==> src/lmmam_pkg.sv <==
// Types and constants of the latency min/max/average monitor.
package lmmam_pkg;

   localparam int STAMP_BITS     = 32;
   localparam int SUM_BITS       = 42;
   localparam int ACC_BITS       = SUM_BITS + 1;
   localparam int WINDOW_BITS    = 11;
   localparam int SKIP_BITS      = 16;
   localparam int CSR_DATA_BITS  = 16;
   localparam int CSR_INDEX_BITS = 1;
   localparam int MAX_WINDOW     = 1024;
   localparam int WINDOW_RESET   = 16;
   localparam int DIV_STEPS      = ACC_BITS;
   localparam int DIV_STEP_BITS  = $clog2(DIV_STEPS);

   localparam logic [STAMP_BITS-1:0] STAMP_MAX = '1;

   // Register indexes
   localparam logic [CSR_INDEX_BITS-1:0] CSR_WARMUP = 1'd0;
   localparam logic [CSR_INDEX_BITS-1:0] CSR_WINDOW = 1'd1;

   typedef struct packed {
      logic [STAMP_BITS-1:0] start_stamp;
      logic [STAMP_BITS-1:0] stop_stamp;
   } req_type;

   typedef struct packed {
      logic                  warming_up;
      logic [STAMP_BITS-1:0] busy_max;
      logic [STAMP_BITS-1:0] busy_min;
      logic [STAMP_BITS-1:0] busy_avg;
      logic [STAMP_BITS-1:0] gap_max;
      logic [STAMP_BITS-1:0] gap_min;
      logic [STAMP_BITS-1:0] gap_avg;
   } rsp_type;

   typedef struct packed {
      logic                  done;
      logic [STAMP_BITS-1:0] quotient;
   } div_rsp_type;

endpackage

==> src/lmmam_serdiv.sv <==
// Bit-serial restoring divider with a quotient saturated to the stamp width.
module lmmam_serdiv (
   input  logic                                  clock,
   input  logic                                  reset,
   input  logic                                  start,
   input  logic [lmmam_pkg::ACC_BITS-1:0]        dividend,
   input  logic [lmmam_pkg::WINDOW_BITS-1:0]     divisor,
   output lmmam_pkg::div_rsp_type                rsp
);

   localparam int AB = lmmam_pkg::ACC_BITS;
   localparam int WB = lmmam_pkg::WINDOW_BITS;
   localparam int SB = lmmam_pkg::STAMP_BITS;
   localparam int CB = lmmam_pkg::DIV_STEP_BITS;

   logic [AB-1:0] work_ff, work_in;
   logic [WB-1:0] rem_ff, rem_in;
   logic [WB-1:0] div_ff, div_in;
   logic [CB-1:0] cnt_ff, cnt_in;
   logic          active_ff, active_in;
   logic          done_ff, done_in;

   logic [WB:0]   trial;
   logic [WB:0]   diff;
   logic          fits;

   // One quotient bit per cycle: shift a dividend bit into the remainder
   assign trial = {rem_ff, work_ff[AB-1]};
   assign diff  = trial - {1'b0, div_ff};
   assign fits  = trial >= {1'b0, div_ff};

   always_comb begin
      work_in   = work_ff;
      rem_in    = rem_ff;
      div_in    = div_ff;
      cnt_in    = cnt_ff;
      active_in = active_ff;
      done_in   = 1'b0;
      if (start) begin
         work_in   = dividend;
         rem_in    = '0;
         div_in    = divisor;
         cnt_in    = '0;
         active_in = 1'b1;
      end else if (active_ff) begin
         work_in = {work_ff[AB-2:0], fits};
         rem_in  = fits ? diff[WB-1:0] : trial[WB-1:0];
         cnt_in  = cnt_ff + 1'b1;
         if (cnt_ff == CB'(lmmam_pkg::DIV_STEPS - 1)) begin
            active_in = 1'b0;
            done_in   = 1'b1;
         end
      end
   end

   // Hold control under reset, datapath free-running
   always_ff @(posedge clock) begin
      if (reset) begin
         active_ff <= 1'b0;
         done_ff   <= 1'b0;
         cnt_ff    <= '0;
      end else begin
         active_ff <= active_in;
         done_ff   <= done_in;
         cnt_ff    <= cnt_in;
      end
      work_ff <= work_in;
      rem_ff  <= rem_in;
      div_ff  <= div_in;
   end

   // Saturate a quotient that overflows the stamp width
   assign rsp.done     = done_ff;
   assign rsp.quotient = (work_ff[AB-1:SB] != '0) ? lmmam_pkg::STAMP_MAX : work_ff[SB-1:0];

endmodule

==> src/latency_min_max_average_monitor.sv <==
// Top level of the latency min/max/average monitor.
// Usage:
//  - req channel (valid/ready) takes one word with a task's start and stop stamps.
//  - rsp channel (valid/ready) returns one word per request: warm-up flag plus
//    max, min and leaky average of busy time (stop - start) and of the gap
//    between consecutive starts.
//  - csr port writes warmup_samples (index 0) and average_window (index 1)
//    while the block is idle; writes take effect at once.
// Flow: a warm-up word goes from accept to the hand-off state, then rsp_valid; a
//  counted word passes accumulate, trim, the 43-step bit-serial dividers (one per
//  average, running side by side) and hand-off before rsp_valid rises.
// Occupancy: one word at a time; req_ready returns in the same cycle that the
//  result moves to the output register.
// Reset: all statistics clear (minimums go to all ones), window returns to 16,
//  warm-up count to 0; no result is pending.
// Stall: the result register holds while rsp_ready is low; the next word is
//  still accepted and processed, and waits for the register to free up.
module latency_min_max_average_monitor (
   input  logic                                     clock,
   input  logic                                     reset,
   input  logic                                     req_valid,
   output logic                                     req_ready,
   input  lmmam_pkg::req_type                       req_data,
   output logic                                     rsp_valid,
   input  logic                                     rsp_ready,
   output lmmam_pkg::rsp_type                       rsp_data,
   input  logic                                     csr_wr_en,
   input  logic [lmmam_pkg::CSR_INDEX_BITS-1:0]     csr_index,
   input  logic [lmmam_pkg::CSR_DATA_BITS-1:0]      csr_wdata
);

   localparam int SB = lmmam_pkg::STAMP_BITS;
   localparam int UB = lmmam_pkg::SUM_BITS;
   localparam int AB = lmmam_pkg::ACC_BITS;
   localparam int WB = lmmam_pkg::WINDOW_BITS;
   localparam int KB = lmmam_pkg::SKIP_BITS;
   localparam logic [WB-1:0] WIN_MAX = WB'(lmmam_pkg::MAX_WINDOW);

   typedef enum logic [2:0] {
      S_IDLE,
      S_SUM,
      S_TRIM,
      S_DIV,
      S_DONE
   } state_type;

   state_type state_ff, state_in;

   // Configuration registers
   logic [KB-1:0] warmup_ff;
   logic [WB-1:0] window_ff;

   // Statistics
   logic [KB-1:0] skipped_ff, skipped_in;
   logic [SB-1:0] prev_start_ff, prev_start_in;
   logic [SB-1:0] busy_max_ff, busy_max_in, busy_min_ff, busy_min_in;
   logic [SB-1:0] gap_max_ff, gap_max_in, gap_min_ff, gap_min_in;
   logic [UB-1:0] busy_sum_ff, busy_sum_in, gap_sum_ff, gap_sum_in;
   logic [SB-1:0] busy_avg_ff, busy_avg_in, gap_avg_ff, gap_avg_in;
   logic [WB-1:0] count_ff, count_in;

   // Per-word working registers
   logic [SB-1:0] busy_ff, busy_in, gap_ff, gap_in;
   logic          warm_ff, warm_in;
   logic          filling_ff, filling_in;
   logic [WB-1:0] divisor_ff, divisor_in;
   logic [AB-1:0] busy_acc_ff, busy_acc_in, gap_acc_ff, gap_acc_in;

   // Result register
   logic               rsp_valid_ff, rsp_valid_in;
   lmmam_pkg::rsp_type rsp_data_ff, rsp_data_in;

   logic [WB-1:0] win_eff;
   logic          req_fire;
   logic [AB-1:0] busy_trim, gap_trim;
   logic          div_start;
   lmmam_pkg::div_rsp_type busy_div, gap_div;

   // Clamp the window into 1..MAX_WINDOW
   always_comb begin
      if (window_ff == '0) begin
         win_eff = WB'(1);
      end else if (window_ff > WIN_MAX) begin
         win_eff = WIN_MAX;
      end else begin
         win_eff = window_ff;
      end
   end

   assign req_ready = (state_ff == S_IDLE);
   assign req_fire  = req_valid & req_ready;

   // Drop the old average off a full window, floor at zero
   always_comb begin
      busy_trim = busy_acc_ff;
      gap_trim  = gap_acc_ff;
      if (!filling_ff) begin
         busy_trim = (busy_acc_ff >= AB'(busy_avg_ff)) ? busy_acc_ff - AB'(busy_avg_ff) : '0;
         gap_trim  = (gap_acc_ff >= AB'(gap_avg_ff)) ? gap_acc_ff - AB'(gap_avg_ff) : '0;
      end
   end

   assign div_start = (state_ff == S_TRIM);

   lmmam_serdiv u_busy_div (
      .clock    (clock),
      .reset    (reset),
      .start    (div_start),
      .dividend (busy_trim),
      .divisor  (divisor_ff),
      .rsp      (busy_div)
   );

   lmmam_serdiv u_gap_div (
      .clock    (clock),
      .reset    (reset),
      .start    (div_start),
      .dividend (gap_trim),
      .divisor  (divisor_ff),
      .rsp      (gap_div)
   );

   // Sequence one word through accumulate, trim, divide and hand-off; a warm-up word goes straight to hand-off
   always_comb begin
      state_in      = state_ff;
      skipped_in    = skipped_ff;
      prev_start_in = prev_start_ff;
      busy_max_in   = busy_max_ff;
      busy_min_in   = busy_min_ff;
      gap_max_in    = gap_max_ff;
      gap_min_in    = gap_min_ff;
      busy_sum_in   = busy_sum_ff;
      gap_sum_in    = gap_sum_ff;
      busy_avg_in   = busy_avg_ff;
      gap_avg_in    = gap_avg_ff;
      count_in      = count_ff;
      busy_in       = busy_ff;
      gap_in        = gap_ff;
      warm_in       = warm_ff;
      filling_in    = filling_ff;
      divisor_in    = divisor_ff;
      busy_acc_in   = busy_acc_ff;
      gap_acc_in    = gap_acc_ff;
      rsp_valid_in  = rsp_valid_ff & ~rsp_ready;
      rsp_data_in   = rsp_data_ff;

      case (state_ff)
         S_IDLE: begin
            if (req_fire) begin
               busy_in       = req_data.stop_stamp - req_data.start_stamp;
               gap_in        = req_data.start_stamp - prev_start_ff;
               prev_start_in = req_data.start_stamp;
               if (skipped_ff < warmup_ff) begin
                  skipped_in = skipped_ff + 1'b1;
                  warm_in    = 1'b1;
                  state_in   = S_DONE;
               end else begin
                  warm_in    = 1'b0;
                  filling_in = count_ff < win_eff;
                  if (count_ff < win_eff) begin
                     count_in   = count_ff + 1'b1;
                     divisor_in = count_ff + 1'b1;
                  end else begin
                     divisor_in = win_eff;
                  end
                  state_in = S_SUM;
               end
            end
         end
         S_SUM: begin
            if (busy_ff > busy_max_ff) busy_max_in = busy_ff;
            if (busy_ff < busy_min_ff) busy_min_in = busy_ff;
            if (gap_ff > gap_max_ff) gap_max_in = gap_ff;
            if (gap_ff < gap_min_ff) gap_min_in = gap_ff;
            busy_acc_in = AB'(busy_sum_ff) + AB'(busy_ff);
            gap_acc_in  = AB'(gap_sum_ff) + AB'(gap_ff);
            state_in    = S_TRIM;
         end
         S_TRIM: begin
            busy_sum_in = busy_trim[UB-1:0];
            gap_sum_in  = gap_trim[UB-1:0];
            state_in    = S_DIV;
         end
         S_DIV: begin
            if (busy_div.done && gap_div.done) begin
               busy_avg_in = busy_div.quotient;
               gap_avg_in  = gap_div.quotient;
               state_in    = S_DONE;
            end
         end
         S_DONE: begin
            if (!rsp_valid_ff || rsp_ready) begin
               rsp_valid_in           = 1'b1;
               rsp_data_in.warming_up = warm_ff;
               rsp_data_in.busy_max   = busy_max_ff;
               rsp_data_in.busy_min   = busy_min_ff;
               rsp_data_in.busy_avg   = busy_avg_ff;
               rsp_data_in.gap_max    = gap_max_ff;
               rsp_data_in.gap_min    = gap_min_ff;
               rsp_data_in.gap_avg    = gap_avg_ff;
               state_in               = S_IDLE;
            end
         end
         default: begin
            state_in = S_IDLE;
         end
      endcase
   end

   // Hold state, statistics and the result register
   always_ff @(posedge clock) begin
      if (reset) begin
         state_ff      <= S_IDLE;
         skipped_ff    <= '0;
         prev_start_ff <= '0;
         busy_max_ff   <= '0;
         busy_min_ff   <= lmmam_pkg::STAMP_MAX;
         gap_max_ff    <= '0;
         gap_min_ff    <= lmmam_pkg::STAMP_MAX;
         busy_sum_ff   <= '0;
         gap_sum_ff    <= '0;
         busy_avg_ff   <= '0;
         gap_avg_ff    <= '0;
         count_ff      <= '0;
         rsp_valid_ff  <= 1'b0;
      end else begin
         state_ff      <= state_in;
         skipped_ff    <= skipped_in;
         prev_start_ff <= prev_start_in;
         busy_max_ff   <= busy_max_in;
         busy_min_ff   <= busy_min_in;
         gap_max_ff    <= gap_max_in;
         gap_min_ff    <= gap_min_in;
         busy_sum_ff   <= busy_sum_in;
         gap_sum_ff    <= gap_sum_in;
         busy_avg_ff   <= busy_avg_in;
         gap_avg_ff    <= gap_avg_in;
         count_ff      <= count_in;
         rsp_valid_ff  <= rsp_valid_in;
      end
      busy_ff     <= busy_in;
      gap_ff      <= gap_in;
      warm_ff     <= warm_in;
      filling_ff  <= filling_in;
      divisor_ff  <= divisor_in;
      busy_acc_ff <= busy_acc_in;
      gap_acc_ff  <= gap_acc_in;
      rsp_data_ff <= rsp_data_in;
   end

   // Take configuration writes
   always_ff @(posedge clock) begin
      if (reset) begin
         warmup_ff <= '0;
         window_ff <= WB'(lmmam_pkg::WINDOW_RESET);
      end else if (csr_wr_en) begin
         case (csr_index)
            lmmam_pkg::CSR_WARMUP: warmup_ff <= csr_wdata;
            lmmam_pkg::CSR_WINDOW: window_ff <= csr_wdata[WB-1:0];
            default: ;
         endcase
      end
   end

   assign rsp_valid = rsp_valid_ff;
   assign rsp_data  = rsp_data_ff;

endmodule

==> config.mk <==
export PLATFORM = sky130hd
export DESIGN_NAME = latency_min_max_average_monitor
export DESIGN_NICKNAME = d
export VERILOG_FILES = /design/src/lmmam_pkg.sv /design/src/lmmam_serdiv.sv /design/src/latency_min_max_average_monitor.sv
export SDC_FILE = /design/constraint.sdc
export NUM_CORES = 2
export LEC_CHECK = 0
export BUFFER_PORTS_ARGS = -buffer_cell sky130_fd_sc_hd__buf_2
export CAP_MARGIN = 20
export CORE_ASPECT_RATIO = 1.4
export CORE_MARGIN = 1.5
export CORE_UTILIZATION = 25
export DETAILED_ROUTE_END_ITERATION = 10
export SETUP_SLACK_MARGIN = 0.5
export SYNTH_ARGS = -nofsm -noshare
export SYNTH_HDL_FRONTEND = slang
export SYNTH_SLANG_ARGS = --single-unit
==> constraint.sdc <==
create_clock -name clock -period 25.1 [get_ports clock]
set_clock_uncertainty 0.1 [all_clocks]
set_input_delay 5.02 -clock clock [delete_from_list [all_inputs] [get_ports clock]]
set_output_delay 5.02 -clock clock [all_outputs]
set_load 0.02 [all_outputs]
==> flow_summary.toml <==
[grt]
grt_start_max_net_pins = 89
use_met1_pct = 18.94
grt_pass1_vias = 34970
met2_usage_pct = 23.41
busiest_layer = "met2"
grt_antenna_before_repair = 33
track_usage_pct = 14.44
grt_util_met3_pct = 3.062
grt_pass1_wl_um = 207500
overflow = 0

[yosys]
yosysWarnings = 0
yosys.area.top_type = "edfxtp_1"
syn_inst = 4660
synth_most_common_cell = "edfxtp_1"
yosysSeqAreaShare_pct = 47.39
ys_types = 94
synth_fp_nets = 5123
synth_area_sq_mm = 0.04577
synth_edf_count = 453
synth_common_cells = "edfxtp_1, nor2_1, dfxtp_1"
synthTopCellsByArea = "edfxtp_1, dfxtp_1, ha_1"
synth_ff_type = "edfxtp_1"
async_flop_share_pct = 0
ys_ff_latch = 857
yosys.area.top_type_share_pct = 29.72
avgSynthCellArea_sq_um = 9.822

[cells_and_area]
area.growth.synth_to_final_pct = 15.39
multi_input_area_sq_mm = 0.02196
drive_gt1_share_pct = 11.90
n_fill_cell = 18900
fin_nets = 5328
ff_latch_area_sq_mm = 0.02169

[floorplan]
fp-row-count = 185
die_h_um = 509.3
num_io_pins = 281
core_area_sq_mm = 0.1817
die_area_sq_mm = 0.1857
start_util_pct = 25.19
die_w_um = 364.6

[cts]
clk_latency_ps = 730
ctsRootBufferMaster = "clkbuf_16"
cts_resized = 0
clockBufferDepth = 3
htree_levels = 3
postCtsSetupBuffers = 0
clock-sinks = 857
cts_hold_buffers = 0
cts_inserted_buffers = 90
cts_tree = "yes"
path_clk_slew_ps = 70

[setup_path]
cp-start-kind = "primary input"
cp_data_arrival_time_ps = 7810
rrSetupSlack_ps = 20900
critPathMaxFanout = 6
path_class = "primary input to flip-flop"
required_ps = 25490
end_kind = "flip-flop"

[power]
leakage_nw = 20.49
powerDensity_mw_per_mm2 = 76.03
vdd_ir_drop_max_uv = 54.20

[detailed_routing]
wirelength_um = 136800
firstDrtPassIters = 5
dr_total_vias = 35390
route.detailed.drc = 0
drt_iter0_markers = 2451
final_antenna_net_count = 0
vias_per_cell = 4.795
wl_per_cell_um = 18.53

[sta]
maxSlewViolCount = 0
clock.fmax_ghz = 0.1348
post-route-period-util_pct = 29.55
whs_ps = 321.8
finalSetupViolations = 0
fin_crit_ps = 7418
relSlewSlack_pct = 21.84
setup-tns-final_ps = 0
tightest_slew_ps = 1172
rsz0062_at_grt = "no"
hold_viol = 0

[min_path]
hp-class = "flip-flop to flip-flop"

[job]
drv_cap = 0

[place]
dp_hpwl_um = 103200
io_buffers = 280
gp_congestion = 0.9053

[outcome]
status = "finished, final reports clean"
==> cell type report <==
| class | instances | area share, % |
|---|---|---|
| diodes | 8 | 0.03790 |
| clock buffers | 116 | 4.622 |
| clock inverters | 54 | 1.113 |
| inverters | 365 | 2.615 |
| multi-input cells | 3237 | 41.58 |
| flip-flops and latches | 857 | 41.07 |
| well taps | 2431 | 5.759 |
| repair buffers | 314 | 3.200 |
==> layout by cell type, fill, tap and decap left out, types with 22 or more instances in the layout <==
master,n
dfxtp_1,404
a22oi_1,33
inv_1,360
ha_1,369
xor2_1,106
nor2b_1,56
nand3_1,121
nor3_1,150
a211oi_1,49
or3_1,22
edfxtp_1,453
clkbuf_16,91
buf_2,279
nand2b_1,39
o21bai_1,27
a31oi_1,83
nand4_1,80
a221oi_1,53
mux2i_1,38
nor2_1,441
buf_4,32
and3_1,30
a21o_1,136
o21ai_0,183
nand2_1,355
o21a_1,43
xnor2_1,148
o221a_2,66
a21oi_1,297
nor3b_1,36
==> kinds of logic (layout without fill, tap and decap cells) <==
group / count (synthesis) / in the layout / share of synthesized area (%)
and+or+nand+nor: 1407 / 1407 / 14.39
AOI/OAI and AO/OA: 1160 / 1160 / 17.33
DFF: 857 / 857 / 47.39
buffers and inverters: 566 / 849 / 4.748
adders and majority gates: 377 / 377 / 10.44
xor gates and xnor gates: 254 / 254 / 4.860
muxes: 39 / 39 / 0.8556
other: 0 / 8 / 0
==> flip-flops by register name, summed over array words and instances (netlist names), 42 cells and up <==
name and count:
gap_sum_ff 42, u_busy_div.work_ff 43, rsp_data 193, gap_acc_ff 43
busy_sum_ff 42, u_gap_div.work_ff 43, busy_acc_ff 43
==> metrics by stage <==
stage          cell area, sq um  util, %  worst slack, ps  instances  power (mW)
2_1_floorplan             45770        -            11160       4660       2.384
3_3_place_gp              49720    27.36            16980       7201       2.649
3_5_place_dp              49770    27.39            16990       7204       2.668
4_1_cts                   52800    29.06            17750       7374       4.070
5_1_grt                   52810    29.06            17550       7379       4.237
6_report                  52820    29.07            17680       7382       4.016
==> final timing paths <==
path / depth (start not counted) / startpoint / end
worst max-delay path: 13 / req_data[41] / busy_ff[30]
worst min-delay path: 0 / divisor_ff[8] / u_gap_div.div_ff[8]
worst max register to register: 11 / gap_acc_ff[7] / u_gap_div.work_ff[0]
worst min register to register: 0 / divisor_ff[8] / u_gap_div.div_ff[8]
==> worst max-delay path, cell delays in order <==
cell       delay (ps)
buf_2             120
inv_1             200
ha_1              360
a21o_1            220
a31oi_1           190
and4b_1           240
o21ai_1           120
a211oi_1          310
o21ai_1           190
a2111oi_0         440
o21bai_1          130
a21oi_1           190
xnor2_1            80
==> power by group <==
part / leakage (nW) / switching [mW] / internal, mW / total, mW
combinational: 11.6 / 0.545 / 0.328 / 0.873
sequential: 7.40 / 0.125 / 1.64 / 1.76
clock: 1.45 / 0.616 / 0.764 / 1.38
==> layer usage <==
| layer | up-vias | routed length, um |
|---|---|---|
| met2 | 835 | 62030 |
| met3 | 214 | 7843 |
| met5 | - | 145 |
| met4 | 24 | 4210 |
| met1 | 16940 | 62540 |
| li1 | 17380 | - |
No activity file was read; power rests on OpenSTA's default activity.
